--- config.mk ---
export PLATFORM = sky130hd
export DESIGN_NAME = rrc_queue
export DESIGN_NICKNAME = d
export VERILOG_FILES = /design/src/sv/register_read_coalescer_unit_macros.svh /design/src/sv/rrc_pkg.sv /design/src/sv/rrc_queue.sv
export SDC_FILE = /design/constraint.sdc
export NUM_CORES = 1
export LEC_CHECK = 0
export BUFFER_PORTS_ARGS = -buffer_cell sky130_fd_sc_hd__buf_2
export CORE_MARGIN = 2
export CORE_UTILIZATION = 41
export CTS_BUF_LIST = sky130_fd_sc_hd__clkbuf_4
export DETAILED_ROUTE_END_ITERATION = 6
export GPL_TIMING_DRIVEN = 0
export PLACE_DENSITY = 0.65
export SLEW_MARGIN = 15
export SYNTH_ARGS = -nofsm -noshare
export SYNTH_HDL_FRONTEND = slang
export SYNTH_SLANG_ARGS = --single-unit
--- constraint.sdc ---
create_clock -name clk -period 1.9 [get_ports clk]
set_input_delay 0.19 -clock clk [delete_from_list [all_inputs] [get_ports clk]]
set_output_delay 0.19 -clock clk [all_outputs]
set_load 0.005 [all_outputs]
--- src/sv/register_read_coalescer_unit_macros.svh ---
// Assertion macros for the read coalescer
`ifndef REGISTER_READ_COALESCER_UNIT_MACROS_SVH
`define REGISTER_READ_COALESCER_UNIT_MACROS_SVH

// implication checked every cycle outside reset
`define RRC_ASSERT_IMP(label, ante, cons, msg) \
  label: assert property (@(posedge clk) disable iff (rst) (ante) |-> (cons)) \
    else $error(msg);

// implication checked on the following cycle
`define RRC_ASSERT_NEXT(label, ante, cons, msg) \
  label: assert property (@(posedge clk) disable iff (rst) (ante) |=> (cons)) \
    else $error(msg);

`endif

--- src/sv/rrc_pkg.sv ---
package rrc_pkg;

  typedef struct packed {
    logic [7:0]  code;
    logic [15:0] addr;
    logic [6:0]  cnt;
  } point_t;

  // word carried from the sorter to the merger
  typedef struct packed {
    point_t pt;
    logic   last;
    logic   ovf;
  } qword_t;

  typedef enum logic {
    FR_LOAD,
    FR_DRAIN
  } front_state_t;

  typedef enum logic [1:0] {
    BK_EMPTY,
    BK_GROUP,
    BK_FLUSH
  } back_state_t;

  localparam logic [7:0] GAP_RESET = 8'd5;

endpackage

--- src/sv/rrc_queue.sv ---
module rrc_queue (
  input  logic           clk,
  input  logic           rst,
  input  logic           wr_valid,
  output logic           wr_ready,
  input  rrc_pkg::qword_t wr_word,
  output logic           rd_valid,
  input  logic           rd_take,
  output rrc_pkg::qword_t rd_word
);

  rrc_pkg::qword_t slot [2];
  logic       wr_ptr, rd_ptr;
  logic [1:0] used;
  logic       do_wr, do_rd;

  assign wr_ready = (used != 2'd2);
  assign rd_valid = (used != 2'd0);
  assign do_wr    = wr_valid && wr_ready;
  assign do_rd    = rd_take && rd_valid;
  assign rd_word  = slot[rd_ptr];

  always_ff @(posedge clk) begin
    if (do_wr) begin
      slot[wr_ptr] <= wr_word;
    end
  end

  always_ff @(posedge clk) begin
    if (rst) begin
      wr_ptr <= 1'b0;
      rd_ptr <= 1'b0;
      used   <= 2'd0;
    end else begin
      if (do_wr) wr_ptr <= !wr_ptr;
      if (do_rd) rd_ptr <= !rd_ptr;
      used <= used + {1'b0, do_wr} - {1'b0, do_rd};
    end
  end

endmodule

==> results of run 1 <==
[cell families (layout without fill, tap and decap cells)]
| group | after synthesis | after routing | share of synthesized area, % |
|---|---|---|---|
| AOI/OAI and AO/OA | 6 | 6 | 1.66 |
| adders and majority gates | 1 | 1 | 0.474 |
| buffers and inverters | 5 | 126 | 0.900 |
| DFF | 71 | 71 | 78.9 |
| muxes | 33 | 33 | 14.1 |
| xor gates and xnor gates | 1 | 1 | 0.332 |
| and+or+nand+nor | 15 | 15 | 3.70 |
[power groups by stage]
stage,logic [µW],registers (µW),clock network (µW)
floorplan,411,1970,0
global placement,711,1980,0
detailed placement,731,1980,0
CTS,791,1950,1090
global route,862,1970,1160
finish,782,1950,1060
[registers in the layout (all words and copies together), names as in the netlist, named ones only]
signal,cells
rd_ptr,1
wr_ptr,1
slot,66
used,2
[worst paths after layout]
check,cells past startpoint,to
worst max-delay path,4,rd_word[8]
worst min-delay path,2,used[1]$_SDFF_PP0_
worst max register to register,3,slot[0][1]$_DFFE_PP_
worst min register to register,2,register
[timing repair]
item	CTS	global route
hold buffers	33	0
endpoints found under the setup margin	0	30
hold endpoints to repair	66	0
buffers inserted	0	0
gates resized for setup	0	4
[area by class of cell]
class,instances,area (µm²)
clock inverters,4,70.1
clock buffers,12,90.1
multi-input cells,56,536
plain buffers,4,27.5
well taps,77,96.3
flip-flops and latches,71,2080
inverters,1,3.75
fillers,506,2670
repair buffers,105,706
[stage by stage]
step | cell area [µm²] | TNS, ps
after floorplan | 2640 | 0
after global placement | 3090 | -23120
after detailed placement | 3110 | 0
after CTS | 3600 | 0
after global routing | 3610 | -113
final | 3610 | 0
[cells in the final DEF, fill, tap and decap left out, types with 2 or more instances in the layout]
cell type,count
dfxtp_1,5
clkinv_2,2
dlygate4sd3_1,33
nor2b_1,2
nor2_1,4
bufinv_16,2
buf_2,72
mux2_1,33
clkbuf_4,14
edfxtp_1,66
[metal layers]
metal | track usage, % | wire, µm | up-vias
li1 | - | - | 751
met1 | 18.8 | 2230 | 730
met2 | 21.8 | 2230 | 48
met3 | 3.93 | 242 | 13
met4 | 8.21 | 118 | 0
met5 | 0 | 0 | -
[worst max-delay path, stage by stage, from the launching register on]
cell      delay, ps
dfxtp_1         310
buf_2           160
clkbuf_4        250
mux2_1          350
buf_2           130
==> results.yml, run 1 <==
timing:
  slew_violations: 0
  rsz0062_at_grt: "yes"
  fin_skew_ps: 13.3
  timing.final.ws_setup_ps: 122
  fmax_mhz: 562
  final-hold-violation-count: 0
  slew_headroom_pct: 50.9
  tightest_slew_ps: 736
  whs_ps: 46.2
  post-route-period-util_pct: 93.6
  setup_violations: 0
  period_needed_ps: 1780
grt:
  grt_pass1_wl_um: 7780
  grt_overflow: 0
  grt_pass1_vias: 1590
  track_usage_pct: 14.4
  antenna_found_initial: 0
  grt_max_degree: 34
placement:
  portBuffers: 71
  hpwl_um: 3040
  dp.cells: 281
  place.gp.congestion: 0.673
  place_ws_ps: 179
floorplan:
  initial_core_util_pct: 42.1
  core-area_um2: 6280
  die_x_um: 84.2
  ios: 72
  num_rows: 29
  dieArea_um2: 7100
  die_h_um: 84.2
yosys:
  async_reset_ff_share_pct: 0
  yosysSeqAreaShare_pct: 78.9
  ys_top_cells_by_area: "edfxtp_1 75%, mux2_1 14%, dfxtp_1 3.8%"
  yosys_warnings: 0
  synthTopCellsByCount: "66 x edfxtp_1, 33 x mux2_1, 5 x dfxtp_1"
  synth.top_cell.area_share_pct: 75.1
  synth.avg_cell_area_um2: 20.0
  synth_top_area_cell: "edfxtp_1"
  yosysMostFrequentCell: "edfxtp_1"
  synth_cell_type_count: 23
  synth-edff-count: 66
  ys_ff_latch: 71
  synth_nets: 170
  syn_area_um2: 2640
  yosys_most_used_dff: "edfxtp_1"
  synthCells: 132
min_path:
  hold_class: "in2reg"
  hold_start: "rst"
final_layout:
  drive_above_1_share_pct: 37.9
  fin_nets: 286
  instances_no_fill: 330
  syn2layout_area_growth_pct: 36.8
  post-route-util_pct: 57.5
  diodes: 0
pwr:
  power_frac_comb_pct: 20.6
  p_int_uw: 2880
  peakVddDrop_mv: 0.739
  power.total_uw: 3790
  clkPwrFrac_pct: 28.0
  switchingPower_uw: 911
  power.density_nw_per_um2: 1050
  seq_power_share_pct: 51.4
  switching_share_pct: 24.0
  p_leak_uw: 0.00140
worst_setup_path:
  r2r_start: "used[0]$_SDFF_PP0_"
  crit_path_end_kind: "output port"
  r2r_slack_ps: 220
  crit_type: "reg2out"
  worstPathArrival_ps: 1590
  crit_path_start_kind: "register"
  path_max_fanout: 10
  crit_required_ps: 1710
drt:
  ant_nets: 0
  routed_wl_um: 4820
  drc: 0
  vias_per_cell: 4.67
  vias: 1542
  wl_per_cell_um: 14.6
  drt-initial-drc-count: 63
  first_pass_iters: 4
run_status:
  status: "complete, no violations"
run:
  maxCapViolCount: 0
clock_tree:
  insertion_delay_ps: 390
  cts-root-buf: "clkbuf_4"
  clock_sinks: 71
  clk_pin_slew_ps: 100
  cts_max_path_buffers: 2
  tritoncts: "built"
  htreeDepth: 3
  cts_buffers: 9
No activity file was read; power rests on OpenSTA's default activity.
==> run 2, diff against run 1 <==
==> constraint.sdc (replaced) <==
create_clock -name clk -period 1.9 [get_ports clk]
set_input_delay 0.38 -clock clk [delete_from_list [all_inputs] [get_ports clk]]
set_output_delay 0.38 -clock clk [all_outputs]
set_load 0.005 [all_outputs]
==> results.yml, run 2 (synthesized netlist as in run 1, its figures left out) <==
grt:
  antenna_found_initial: 0
  grt_pass1_wl_um: 7430
  grt_overflow: 0
  grt_max_degree: 34
  grt_pass1_vias: 1470
  track_usage_pct: 13.9
timing:
  setup_violations: 0
  rsz0062_at_grt: "yes"
  tightest_slew_ps: 744
  slew_headroom_pct: 50.3
  period_needed_ps: 1840
  timing.final.ws_setup_ps: 63.3
  slew_violations: 0
  fin_skew_ps: 15.1
  final-hold-violation-count: 0
  post-route-period-util_pct: 96.7
  fmax_mhz: 544
worst_setup_path:
  crit_buf_inv: 3
  cp_slowest_cell: "dfxtp_2"
  worstPathArrival_ps: 1460
  max_stage_delay_ps: 340
  r2r_slack_ps: 210
  crit_path_end_kind: "output port"
  crit_required_ps: 1520
  path_max_fanout: 10
  crit_path_start_kind: "register"
  critical-path-top-delay-family: "buffers and inverters"
  crit_type: "reg2out"
  path_cells: "buf_8 > buf_12 > mux2_1 > buf_2"
pwr:
  p_leak_uw: 0.00130
  power.density_nw_per_um2: 1150
  clkPwrFrac_pct: 27.5
  peakVddDrop_mv: 0.743
  switching_share_pct: 24.0
  switchingPower_uw: 928
  p_int_uw: 2940
  power_frac_comb_pct: 22.1
  seq_power_share_pct: 50.4
clock_tree:
  tritoncts: "built"
  clock_sinks: 71
  cts_max_path_buffers: 2
  insertion_delay_ps: 400
  cts_buffers: 9
  htreeDepth: 3
  clk_pin_slew_ps: 110
  cts-root-buf: "clkbuf_4"
drt:
  drt-initial-drc-count: 66
  vias: 1440
  first_pass_iters: 4
  routed_wl_um: 4670
  wl_per_cell_um: 15.6
  ant_nets: 0
  vias_per_cell: 4.82
  drc: 0
final_layout:
  instances_no_fill: 299
  drive_above_1_share_pct: 45.9
  largest_reg_flops: 66
  syn2layout_area_growth_pct: 27.7
  fin_nets: 255
  top_regs: "slot x66, used x2"
  diodes: 0
  post-route-util_pct: 53.7
  layout_common_cells: "71 x buf_2, 66 x edfxtp_1, 30 x mux2_1"
  top_register: "slot"
  final_common_cell: "buf_2"
floorplan:
  die_x_um: 84.2
  num_rows: 29
  ios: 72
  initial_core_util_pct: 42.1
  core-area_um2: 6280
  dieArea_um2: 7100
  die_h_um: 84.2
placement:
  place_ws_ps: 179
  place.gp.congestion: 0.673
  dp.cells: 281
  portBuffers: 71
  hpwl_um: 3040
min_path:
  hold_class: "in2reg"
run:
  maxCapViolCount: 0
run_status:
  status: "complete, no violations"
[run 2: cell types whose count changed in the layout (fill, tap and decap cells not counted), moves of 2 or more]
cell	delta
buf_12	+2
buf_8	+2
dlygate4sd3_1	-33
mux2_4	+3
mux2_1	-3
clkbuf_4	-2
[run 2: per-layer routing]
layer / vias up / routed length [µm] / part of all wire (%) / track usage [%]
met5: - / 0 / 0 / 0
met2: 49 / 2210 / 47 / 20.8
met1: 688 / 2070 / 44 / 18.3
met3: 14 / 272 / 5.8 / 4.13
li1: 689 / - / - / -
met4: 0 / 125 / 2.7 / 7.77
[run 2: cell type report]
| class | count | area [µm²] |
|---|---|---|
| clock inverters | 4 | 70.1 |
| inverters | 1 | 3.75 |
| multi-input cells | 56 | 547 |
| fillers | 536 | 2910 |
| well taps | 77 | 96.3 |
| clock buffers | 12 | 90.1 |
| repair buffers | 74 | 410 |
| plain buffers | 4 | 70.1 |
| flip-flops and latches | 71 | 2080 |
[run 2: worst paths after layout]
path	from	to	cells past startpoint
min	wr_word[12]	slot[1][12]$_DFFE_PP_	1
max reg2reg	used[0]$_SDFF_PP0_	slot[0][11]$_DFFE_PP_	3
min reg2reg	rd_ptr$_SDFFE_PP0P_	register	2
max	register	rd_word[7]	4
[run 2: power groups by stage]
stage | Sequential, µW | Clock [µW] | Combinational [µW]
4_1_cts | 1950 | 1090 | 846
3_3_place_gp | 1980 | 0 | 711
5_1_grt | 1970 | 1160 | 937
2_1_floorplan | 1970 | 0 | 411
6_report | 1950 | 1060 | 854
3_5_place_dp | 1980 | 0 | 731
[run 2: through the flow]
| stage | TNS [ps] | hold WS [ps] | power, µW | instance area (µm²) |
|---|---|---|---|---|
| 2_1_floorplan | 0 | 449 | 2380 | 2640 |
| 3_3_place_gp | -23120 | 488 | 2690 | 3090 |
| 3_5_place_dp | 0 | 516 | 2720 | 3110 |
| 4_1_cts | 0 | 130 | 3890 | 3350 |
| 5_1_grt | -311 | 125 | 4060 | 3370 |
| 6_report | 0 | 164 | 3870 | 3370 |
[run 2: timing repair]
| action | in CTS | in global routing |
|---|---|---|
| setup endpoints to repair | 30 | 23 |
| resized for setup | 14 | 5 |
| hold buffers | 0 | 0 |
| pin swaps | 0 | 0 |
| setup buffers | 1 | 0 |
| cloned | 1 | 0 |
