<file path="src/sv/register_read_coalescer_unit_macros.svh">
// Assertion macros for the read coalescer
`ifndef REGISTER_READ_COALESCER_UNIT_MACROS_SVH
`define REGISTER_READ_COALESCER_UNIT_MACROS_SVH

// implication checked every cycle outside reset
`define RRC_ASSERT_IMP(label, ante, cons, msg) \
  label: assert property (@(posedge clk) disable iff (rst) (ante) |-> (cons)) \
    else $error(msg);

// implication checked on the following cycle
`define RRC_ASSERT_NEXT(label, ante, cons, msg) \
  label: assert property (@(posedge clk) disable iff (rst) (ante) |=> (cons)) \
    else $error(msg);

`endif

</file>
<file path="src/sv/rrc_pkg.sv">
package rrc_pkg;

  typedef struct packed {
    logic [7:0]  code;
    logic [15:0] addr;
    logic [6:0]  cnt;
  } point_t;

  // word carried from the sorter to the merger
  typedef struct packed {
    point_t pt;
    logic   last;
    logic   ovf;
  } qword_t;

  typedef enum logic {
    FR_LOAD,
    FR_DRAIN
  } front_state_t;

  typedef enum logic [1:0] {
    BK_EMPTY,
    BK_GROUP,
    BK_FLUSH
  } back_state_t;

  localparam logic [7:0] GAP_RESET = 8'd5;

endpackage

</file>
<file path="src/sv/rrc_merger.sv">
module rrc_merger (
  input  logic           clk,
  input  logic           rst,
  input  logic [7:0]     merge_gap,
  input  logic           q_valid,
  output logic           q_take,
  input  rrc_pkg::qword_t q_word,
  output logic           empty,
  input  logic           pop,
  output logic [7:0]     group_code,
  output logic [15:0]    group_start,
  output logic [16:0]    register_span,
  output logic [6:0]     point_total,
  output logic           last_group,
  output logic           dropped,
  output logic           flushing
);

  rrc_pkg::back_state_t state, state_next;
  logic [7:0]  cur_code;
  logic [15:0] acc_start;
  logic [16:0] cur_end;
  logic [6:0]  cur_total;
  logic        cur_ovf;
  logic        out_valid;
  logic        room, join_pt, emit, emit_last, load_new, grow;
  logic [16:0] p_end;
  logic [17:0] reach;

  assign room  = !out_valid || pop;
  assign p_end = {1'b0, q_word.pt.addr} + 17'(q_word.pt.cnt);
  assign reach = {1'b0, cur_end} + 18'(merge_gap);
  assign join_pt = (q_word.pt.code == cur_code) && ({2'b00, q_word.pt.addr} <= reach);

  always_comb begin
    state_next = state;
    q_take     = 1'b0;
    emit       = 1'b0;
    emit_last  = 1'b0;
    load_new   = 1'b0;
    grow       = 1'b0;
    unique case (state)
      rrc_pkg::BK_EMPTY: begin
        if (q_valid) begin
          q_take     = 1'b1;
          load_new   = 1'b1;
          state_next = q_word.last ? rrc_pkg::BK_FLUSH : rrc_pkg::BK_GROUP;
        end
      end
      rrc_pkg::BK_GROUP: begin
        if (q_valid && join_pt) begin
          q_take = 1'b1;
          grow   = 1'b1;
          if (q_word.last) state_next = rrc_pkg::BK_FLUSH;
        end else if (q_valid && room) begin
          // gap too wide or new code: close the group, open another
          q_take   = 1'b1;
          emit     = 1'b1;
          load_new = 1'b1;
          if (q_word.last) state_next = rrc_pkg::BK_FLUSH;
        end
      end
      rrc_pkg::BK_FLUSH: begin
        if (room) begin
          emit       = 1'b1;
          emit_last  = 1'b1;
          state_next = rrc_pkg::BK_EMPTY;
        end
      end
      default: state_next = rrc_pkg::BK_EMPTY;
    endcase
  end

  always_ff @(posedge clk) begin
    if (load_new) begin
      cur_code  <= q_word.pt.code;
      acc_start <= q_word.pt.addr;
      cur_end   <= p_end;
      cur_total <= 7'd1;
      cur_ovf   <= q_word.ovf;
    end else if (grow) begin
      if (p_end > cur_end) cur_end <= p_end;
      cur_total <= cur_total + 7'd1;
    end
    if (emit) begin
      group_code    <= cur_code;
      group_start   <= acc_start;
      register_span <= cur_end - {1'b0, acc_start};
      point_total   <= cur_total;
      last_group    <= emit_last;
      dropped       <= cur_ovf;
    end
  end

  always_ff @(posedge clk) begin
    if (rst) begin
      state     <= rrc_pkg::BK_EMPTY;
      out_valid <= 1'b0;
    end else begin
      state <= state_next;
      if (emit) begin
        out_valid <= 1'b1;
      end else if (pop) begin
        out_valid <= 1'b0;
      end
    end
  end

  assign empty    = !out_valid;
  assign flushing = (state == rrc_pkg::BK_FLUSH);

endmodule

</file>
<file path="config.mk">
export PLATFORM = sky130hd
export DESIGN_NAME = rrc_merger
export DESIGN_NICKNAME = d
export VERILOG_FILES = /design/src/sv/register_read_coalescer_unit_macros.svh /design/src/sv/rrc_pkg.sv /design/src/sv/rrc_merger.sv
export SDC_FILE = /design/constraint.sdc
export NUM_CORES = 1
export LEC_CHECK = 0
export ABC_AREA = 1
export BUFFER_PORTS_ARGS = -buffer_cell sky130_fd_sc_hd__buf_2
export CELL_PAD_IN_SITES_DETAIL_PLACEMENT = 0
export CELL_PAD_IN_SITES_GLOBAL_PLACEMENT = 1
export CORE_MARGIN = 2
export CORE_UTILIZATION = 40
export DETAILED_ROUTE_END_ITERATION = 8
export PLACE_DENSITY = 0.75
export SYNTH_ARGS = -nofsm -noshare
export SYNTH_HDL_FRONTEND = slang
export SYNTH_SLANG_ARGS = --single-unit
export TNS_END_PERCENT = 20
</file>
<file path="constraint.sdc">
create_clock -name clk -period 14 [get_ports clk]
set_input_delay 2.8 -clock clk [delete_from_list [all_inputs] [get_ports clk]]
set_output_delay 2.8 -clock clk [all_outputs]
set_load 0.03 [all_outputs]
</file>
==> flow_metrics.py, run 1 <==
metrics = {
    "detailed_routing": {
        "route.detailed.drc": 0,
        "drtIter0Drc": 241,
        "firstDrtPassIters": 5,
        "vias": 4583,
        "wirelength_um": 13420,
        "vias_per_cell": 4.870,
        "postRouteAntennaNets": 0,
        "wl_per_cell_um": 14.26,
    },
    "synthesis": {
        "synth_area_um2": 6236,
        "yosysUniqueCellTypes": 41,
        "syn_inst": 640,
        "async_reset_ff_frac": 0,
        "synth-main-ff-cell": "edfxtp_1",
        "ys_ff_latch": 102,
        "synth_top_cell_area_share": 0.4430,
        "synth_edf_count": 92,
        "yosys.area.top_type": "edfxtp_1",
        "syn_area_per_cell_um2": 9.744,
        "yosysWarnings": 0,
        "synth_fp_nets": 756,
        "yosys-top-cells-area": "edfxtp_1, ha_1, inv_1",
        "seq_area_frac_synth": 0.4751,
    },
    "critical_path": {
        "rr_endpoint": "group_start[11]",
        "startpoint_type": "primary input",
        "cp_num_cells": 25,
        "cp.arrival_ns": 6.17,
        "crit_family": "simple AND/OR/NAND/NOR gates",
        "reg2reg_setup_slack_ns": 9.70,
        "crit_type": "in -> out",
        "critPathCapture": "q_take",
        "critPathSlowestCell": "o21ai_4",
        "rr_startpoint": "cur_end[6]",
        "crit_required_ns": 11.20,
        "startpoint": "merge_gap[7]",
        "reg2reg_depth": 23,
        "max_stage_delay_ns": 0.38,
        "worst-path-max-fanout": 29,
        "crit_path_end_kind": "output port",
        "critPathBufInv": 5,
    },
    "floorplan": {
        "die_x_um": 128.9,
        "core-area_um2": 15200,
        "start_util": 0.4102,
        "ios": 98,
        "die_h_um": 128.9,
        "row_count": 45,
        "die_area_um2": 16600,
    },
    "job": {
        "maxCapViolations": 0,
    },
    "placement": {
        "gp_congestion": 0.8847,
        "pre_cts_slack_ns": 5.047,
        "hpwlAfterDp_um": 10870,
        "io_buffers": 97,
    },
    "power": {
        "combPwrFrac": 0.449,
        "leakage_uw": 0.003394,
        "pwr-share-clk": 0.194,
        "p_seq_frac": 0.357,
        "power.density_nw_per_um2": 201.8,
        "p_sw_uw": 599.1,
        "ir_drop_uv": 72.22,
        "p_int_uw": 873.1,
        "swShare": 0.4070,
    },
    "timing": {
        "slew_viol_final": 0,
        "fin_crit_ns": 8.966,
        "tightestPinTransition_ns": 1.071,
        "setup_tns_ns": 0,
        "fmax_mhz": 111.5,
        "final-setup-viol-count": 0,
        "period_share": 0.6404,
        "timing.hold.ws_ns": 0.4232,
        "hold_violations": 0,
        "relSlewSlack": 0.2833,
        "rsz0062_at_grt": "no",
        "fin_skew_ns": 0.01334,
        "worst_slack_ns": 5.034,
    },
    "cts": {
        "htree_levels": 3,
        "clk_path_buf_depth": 2,
        "clk_pin_slew_ns": 0.07,
        "cts_buffers": 9,
        "post_cts_buffers": 0,
        "cts_root_buf": "clkbuf_16",
        "clock_sinks": 102,
        "cts.repair.resized": 0,
        "cts_tree": "done",
        "ctsHoldBuffers": 0,
        "clk_latency_ns": 0.35,
    },
    "layout": {
        "final_layout_size_suffix_gt1_frac": 0.1965,
        "area_growth_pct": 16.99,
        "fill_cells": 1435,
        "diodes": 0,
        "nNetsFinal": 864,
    },
    "global_route": {
        "grt_first_pass_wirelength_um": 21810,
        "grt_pass1_vias": 4650,
        "grt_max_degree": 51,
        "antenna_found_initial": 0,
        "grt_usage": 0.1698,
        "grt-ovfl-total": 0,
    },
    "worst_hold_path": {
        "hold_path_class": "reg -> reg",
    },
    "run_status": {
        "status": "completed",
    },
}
## state kept, by name, indices dropped and copies added (netlist names)
| name | count |
|---|---|
| group_code | 8 |
| cur_end | 17 |
| cur_total | 7 |
| last_group | 1 |
| out_valid | 1 |
| dropped | 1 |
| point_total | 7 |
| group_start | 16 |
| cur_code | 8 |
| cur_ovf | 1 |
| state | 2 |
| register_span | 17 |
| acc_start | 16 |
## per-stage QoR
stage | total power, µW | cells | util | area (µm²)
4_1_cts | 1488 | 941 | 0.4799 | 7296
3_3_place_gp | 1185 | 925 | 0.4576 | 6957
3_5_place_dp | 1200 | 925 | 0.4576 | 6957
5_1_grt | 1586 | 941 | 0.4799 | 7296
2_1_floorplan | 1023 | 640 | - | 6236
6_report | 1472 | 941 | 0.4799 | 7296
## power groups by stage
stage / sequential [µW] / clock (µW) / combinational [µW]
finish: 525 / 286 / 661
global route: 536 / 301 / 749
CTS: 527 / 292 / 669
detailed placement: 533 / 0 / 667
global placement: 531 / 0 / 655
floorplan: 594 / 0 / 429
## synth_stat cells (2+ instances only)
| library cell | instances |
|---|---|
| o31ai_1 | 2 |
| nor3_1 | 5 |
| nand3_1 | 25 |
| nand2_1 | 109 |
| nand3_2 | 4 |
| nand2_4 | 2 |
| nor2_2 | 4 |
| a21oi_1 | 40 |
| nand4_1 | 14 |
| a21oi_2 | 4 |
| dfxtp_1 | 10 |
| nand3b_1 | 2 |
| o21ai_1 | 3 |
| o21ai_2 | 7 |
| ha_1 | 68 |
| edfxtp_1 | 92 |
| inv_1 | 119 |
| nor4_1 | 4 |
| nor2_1 | 35 |
| xnor2_1 | 11 |
| o21ai_0 | 12 |
| xor2_1 | 36 |
| fa_1 | 3 |
| nand2_2 | 5 |
| or2_2 | 4 |
| a21o_1 | 2 |
| a31oi_1 | 3 |
| a21boi_1 | 2 |
## layout by cell type, fill, tap and decap left out, types with 3 or more instances in the layout
master	instances
nor3_1	5
buf_2	97
nand4_1	14
o21ai_2	7
nand3_1	25
clkbuf_16	9
xor2_1	36
nor2_1	35
xnor2_1	11
nand2_2	5
o21ai_0	12
fa_1	3
nand2_1	109
ha_1	68
o21ai_1	3
edfxtp_1	92
a31oi_1	3
nor4_1	4
or2_2	4
nand3_2	4
nor2_2	4
bufinv_16	3
a21oi_2	4
a21oi_1	40
dfxtp_1	10
inv_1	118
## worst reg2reg max path: cells and delay by family, from the launching register on
kind | cells | cell delay, ns
AOI/OAI and AO/OA | 1 | 0.06
xor gates and xnor gates | 1 | 0.17
adders and majority gates | 2 | 0.72
buffers and inverters | 3 | 0.89
DFF | 1 | 0.46
and+or+nand+nor | 16 | 1.61
## metal layers
| layer | wire length [µm] | part of all wire | GRT usage |
|---|---|---|---|
| met5 | 0 | 0 | 0 |
| met1 | 6107 | 0.46 | 0.2109 |
| met4 | 195 | 0.015 | 0.06330 |
| met2 | 6495 | 0.48 | 0.2944 |
| met3 | 620 | 0.046 | 0.03202 |
## worst min path at each step
stage	start	endpoint	cells past startpoint
2_1_floorplan	cur_ovf	dropped	0
3_3_place_gp	cur_ovf	dropped	0
3_5_place_dp	cur_ovf	dropped	0
4_1_cts	cur_ovf	dropped	0
5_1_grt	cur_ovf	dropped	0
6_report	cur_ovf	dropped	0
## final cells by class
cell class,instances,area [µm²],area share
Clock inverter,6,110.1,0.01509
Clock buffer,10,229.0,0.03138
Timing Repair Buffer,97,485.5,0.06654
Tap cell,188,235.2,0.03224
Multi-Input combinational cell,417,2814,0.3857
Sequential cell,102,2963,0.4061
Inverter,121,459.2,0.06294
## kinds of logic after synthesis
kind of cell,count (synthesis),share of synthesized area
DFF,102,0.4751
and+or+nand+nor,219,0.1621
buffers and inverters,121,0.07364
adders and majority gates,71,0.1461
AOI/OAI and AO/OA,80,0.07705
xor gates and xnor gates,47,0.06601
(Power assumes the default switching activity.)
==> run 2, diff against run 1 <==
Settings changed: ABC_AREA 1 to 0, PLACE_DENSITY 0.75 to 0.73.
Clock period 14 ns to 9.31 ns, I/O delays scaled along.
==> run 2 against run 1 <==
  * Clock skew down 0.0071 ns
  * Sequential power increased by 15%
  * Flip-flop and latch count stayed put
  * Sequential share of layout area rose by 2.4 points
  * Clock-buffer cell count decreased by 1
  * Hold slack improved by 0.0029 ns
  * Routed wire length down 9.6%
  * Critical path type unchanged
  * Largest cell class unchanged
==> flow_metrics.py, run 2 <==
metrics = {
    "run_status": {
        "status": "completed",
    },
    "detailed_routing": {
        "postRouteAntennaNets": 0,
        "vias_per_cell": 5.120,
        "wirelength_um": 12130,
        "firstDrtPassIters": 5,
        "drtIter0Drc": 252,
        "vias": 4122,
        "wl_per_cell_um": 15.06,
        "route.detailed.drc": 0,
    },
    "layout": {
        "area_growth_pct": 16.91,
        "layout_commonest_cell": "buf_2",
        "diodes": 0,
        "fill_cells": 1398,
        "nNetsFinal": 732,
        "largestRegisters": "cur_end x17, register_span x17",
        "final_layout_size_suffix_gt1_frac": 0.1997,
        "regArea_um2": 2963,
        "most-common-layout-cells": "buf_2, edfxtp_1, ha_1",
        "multiInputGateArea_um2": 2738,
    },
    "floorplan": {
        "start_util": 0.4073,
        "die_h_um": 125.4,
        "die_area_um2": 15730,
        "die_x_um": 125.4,
        "ios": 98,
        "core-area_um2": 14480,
        "row_count": 44,
    },
    "power": {
        "leakage_uw": 0.002852,
        "power.density_nw_per_um2": 203.3,
        "combPwrFrac": 0.311,
        "pwr-share-clk": 0.259,
        "swShare": 0.3329,
        "p_seq_frac": 0.430,
        "p_int_uw": 934.8,
        "p_sw_uw": 466.5,
        "power_uw": 1401,
        "ir_drop_uv": 96.89,
    },
    "cts": {
        "clk_pin_slew_ns": 0.07,
        "htree_levels": 3,
        "cts_tree": "done",
        "clk_path_buf_depth": 2,
        "clock_sinks": 102,
        "cts_buffers": 9,
        "cts_root_buf": "clkbuf_16",
        "clk_latency_ns": 0.35,
        "cts.repair.resized": 0,
        "post_cts_buffers": 0,
        "ctsHoldBuffers": 0,
    },
    "timing": {
        "relSlewSlack": 0.5472,
        "fmax_mhz": 128.1,
        "setup_tns_ns": 0,
        "rsz0062_at_grt": "no",
        "hold_violations": 0,
        "final-setup-viol-count": 0,
        "period_share": 0.8384,
        "fin_skew_ns": 0.006247,
        "tightestPinTransition_ns": 0.6704,
        "slew_viol_final": 0,
        "fin_crit_ns": 7.806,
    },
    "placement": {
        "io_buffers": 97,
        "gp_congestion": 0.8463,
        "hpwlAfterDp_um": 9849,
    },
    "synthesis": {
        "synth_fp_nets": 625,
        "yosys.area.top_type": "edfxtp_1",
        "synth-main-ff-cell": "edfxtp_1",
        "synth_edf_count": 92,
        "async_reset_ff_frac": 0,
        "synth_commonest_cells": "edfxtp_1, ha_1, inv_1",
        "ys_ff_latch": 102,
        "synth_area_um2": 5897,
        "synth_most_common_cell": "edfxtp_1",
        "syn_area_per_cell_um2": 11.59,
        "yosysWarnings": 0,
        "yosysUniqueCellTypes": 52,
        "seq_area_frac_synth": 0.5024,
        "syn_inst": 509,
        "synth_top_cell_area_share": 0.4685,
        "yosys-top-cells-area": "edfxtp_1, ha_1, xnor2_1",
    },
    "worst_hold_path": {
        "hold_path_class": "reg -> reg",
    },
    "global_route": {
        "grt_first_pass_wirelength_um": 20090,
        "grt-ovfl-total": 0,
        "grt_pass1_vias": 3985,
        "antenna_found_initial": 0,
        "grt_max_degree": 34,
        "grt_usage": 0.1623,
    },
    "critical_path": {
        "worst-path-max-fanout": 16,
        "reg2reg_setup_slack_ns": 3.96,
        "crit_path_end_kind": "output port",
        "startpoint_type": "primary input",
        "cp.arrival_ns": 5.94,
        "crit_type": "in -> out",
        "crit_required_ns": 7.45,
    },
    "job": {
        "maxCapViolations": 0,
    },
}
-- run 2: cell count changes after synthesis, sizes merged, moves of 6 or more --
cell    before  now
nand2      116   15
inv        121   49
xnor2       11   40
xor2        36    7
a21oi       44   29
nand3       29   16
nor2b        0   11
nor2        39   29
a21o         2   11
o211ai       0    6
o21bai       1    7
-- run 2: cells by family (layout without fill, tap and decap cells) --
kind of cell / Yosys count / count (layout) / share of synthesized area
compound gates: 108 / 108 / 0.1222
simple gates: 128 / 128 / 0.1148
mux: 1 / 1 / 0.001698
flops: 102 / 102 / 0.5024
fa+ha+maj: 71 / 71 / 0.1545
xor+xnor: 47 / 47 / 0.06981
buf+inv: 52 / 164 / 0.03458
-- run 2: through the flow --
stage	setup WS, ns	area, µm²	util	hold slack, ns	cells
after detailed placement	1.536	6615	0.4569	0.4150	789
after global placement	1.606	6615	0.4569	0.4074	789
final	1.504	6894	0.4761	0.4261	805
after global routing	1.176	6894	0.4761	0.4435	805
after floorplan	1.783	5897	-	0.4003	509
after CTS	1.527	6894	0.4761	0.4318	805
-- run 2: metal layers --
layer  global-route usage  wire length (µm)  vias to the layer above  share of wire
li1                     -                 -                     2112              -
met5                    0                 0                        -              0
met1               0.2337              6026                     1914           0.50
met3              0.02781               505                       10          0.042
met4              0.05686               180                        0          0.015
met2               0.2484              5414                       86           0.45
-- run 2: worst paths after layout --
| path | start | end | depth (start not counted) |
|---|---|---|---|
| setup / recovery | merge_gap[0] | q_take | 19 |
| hold / removal | cur_ovf | dropped | 0 |
| setup reg to reg | cur_end[0] | group_start[4] | 18 |
| hold reg to reg | cur_ovf | dropped | 0 |
-- run 2: area by class of cell --
cell class / instances / share of cell area
flip-flops and latches: 102 / 0.4298
multi-input cells: 355 / 0.3971
repair buffers: 99 / 0.07260
well taps: 184 / 0.03339
clock buffers: 9 / 0.03267
inverters: 49 / 0.02668
clock inverters: 7 / 0.007804
-- run 2: critical path: stages --
cell      delay (ns)
buf_2           0.10
ha_1            0.21
fa_1            0.42
a21oi_1         0.22
o211ai_1        0.16
o41ai_1         0.58
nor2_1          0.15
nand4_1         0.14
xnor2_1         0.08
ha_1            0.20
a211o_1         0.28
o211ai_2        0.07
a21oi_2         0.08
or4_4           0.52
a21boi_4        0.19
nor2_2          0.15
a21boi_0        0.20
o21a_1          0.12
buf_2           0.19
-- run 2: power groups by stage --
stage | Sequential (µW) | Combinational [µW] | Clock, µW
after floorplan | 643 | 293 | 0
after global placement | 612 | 430 | 0
after detailed placement | 615 | 437 | 0
after CTS | 604 | 439 | 370
after global routing | 610 | 494 | 390
final | 603 | 435 | 363
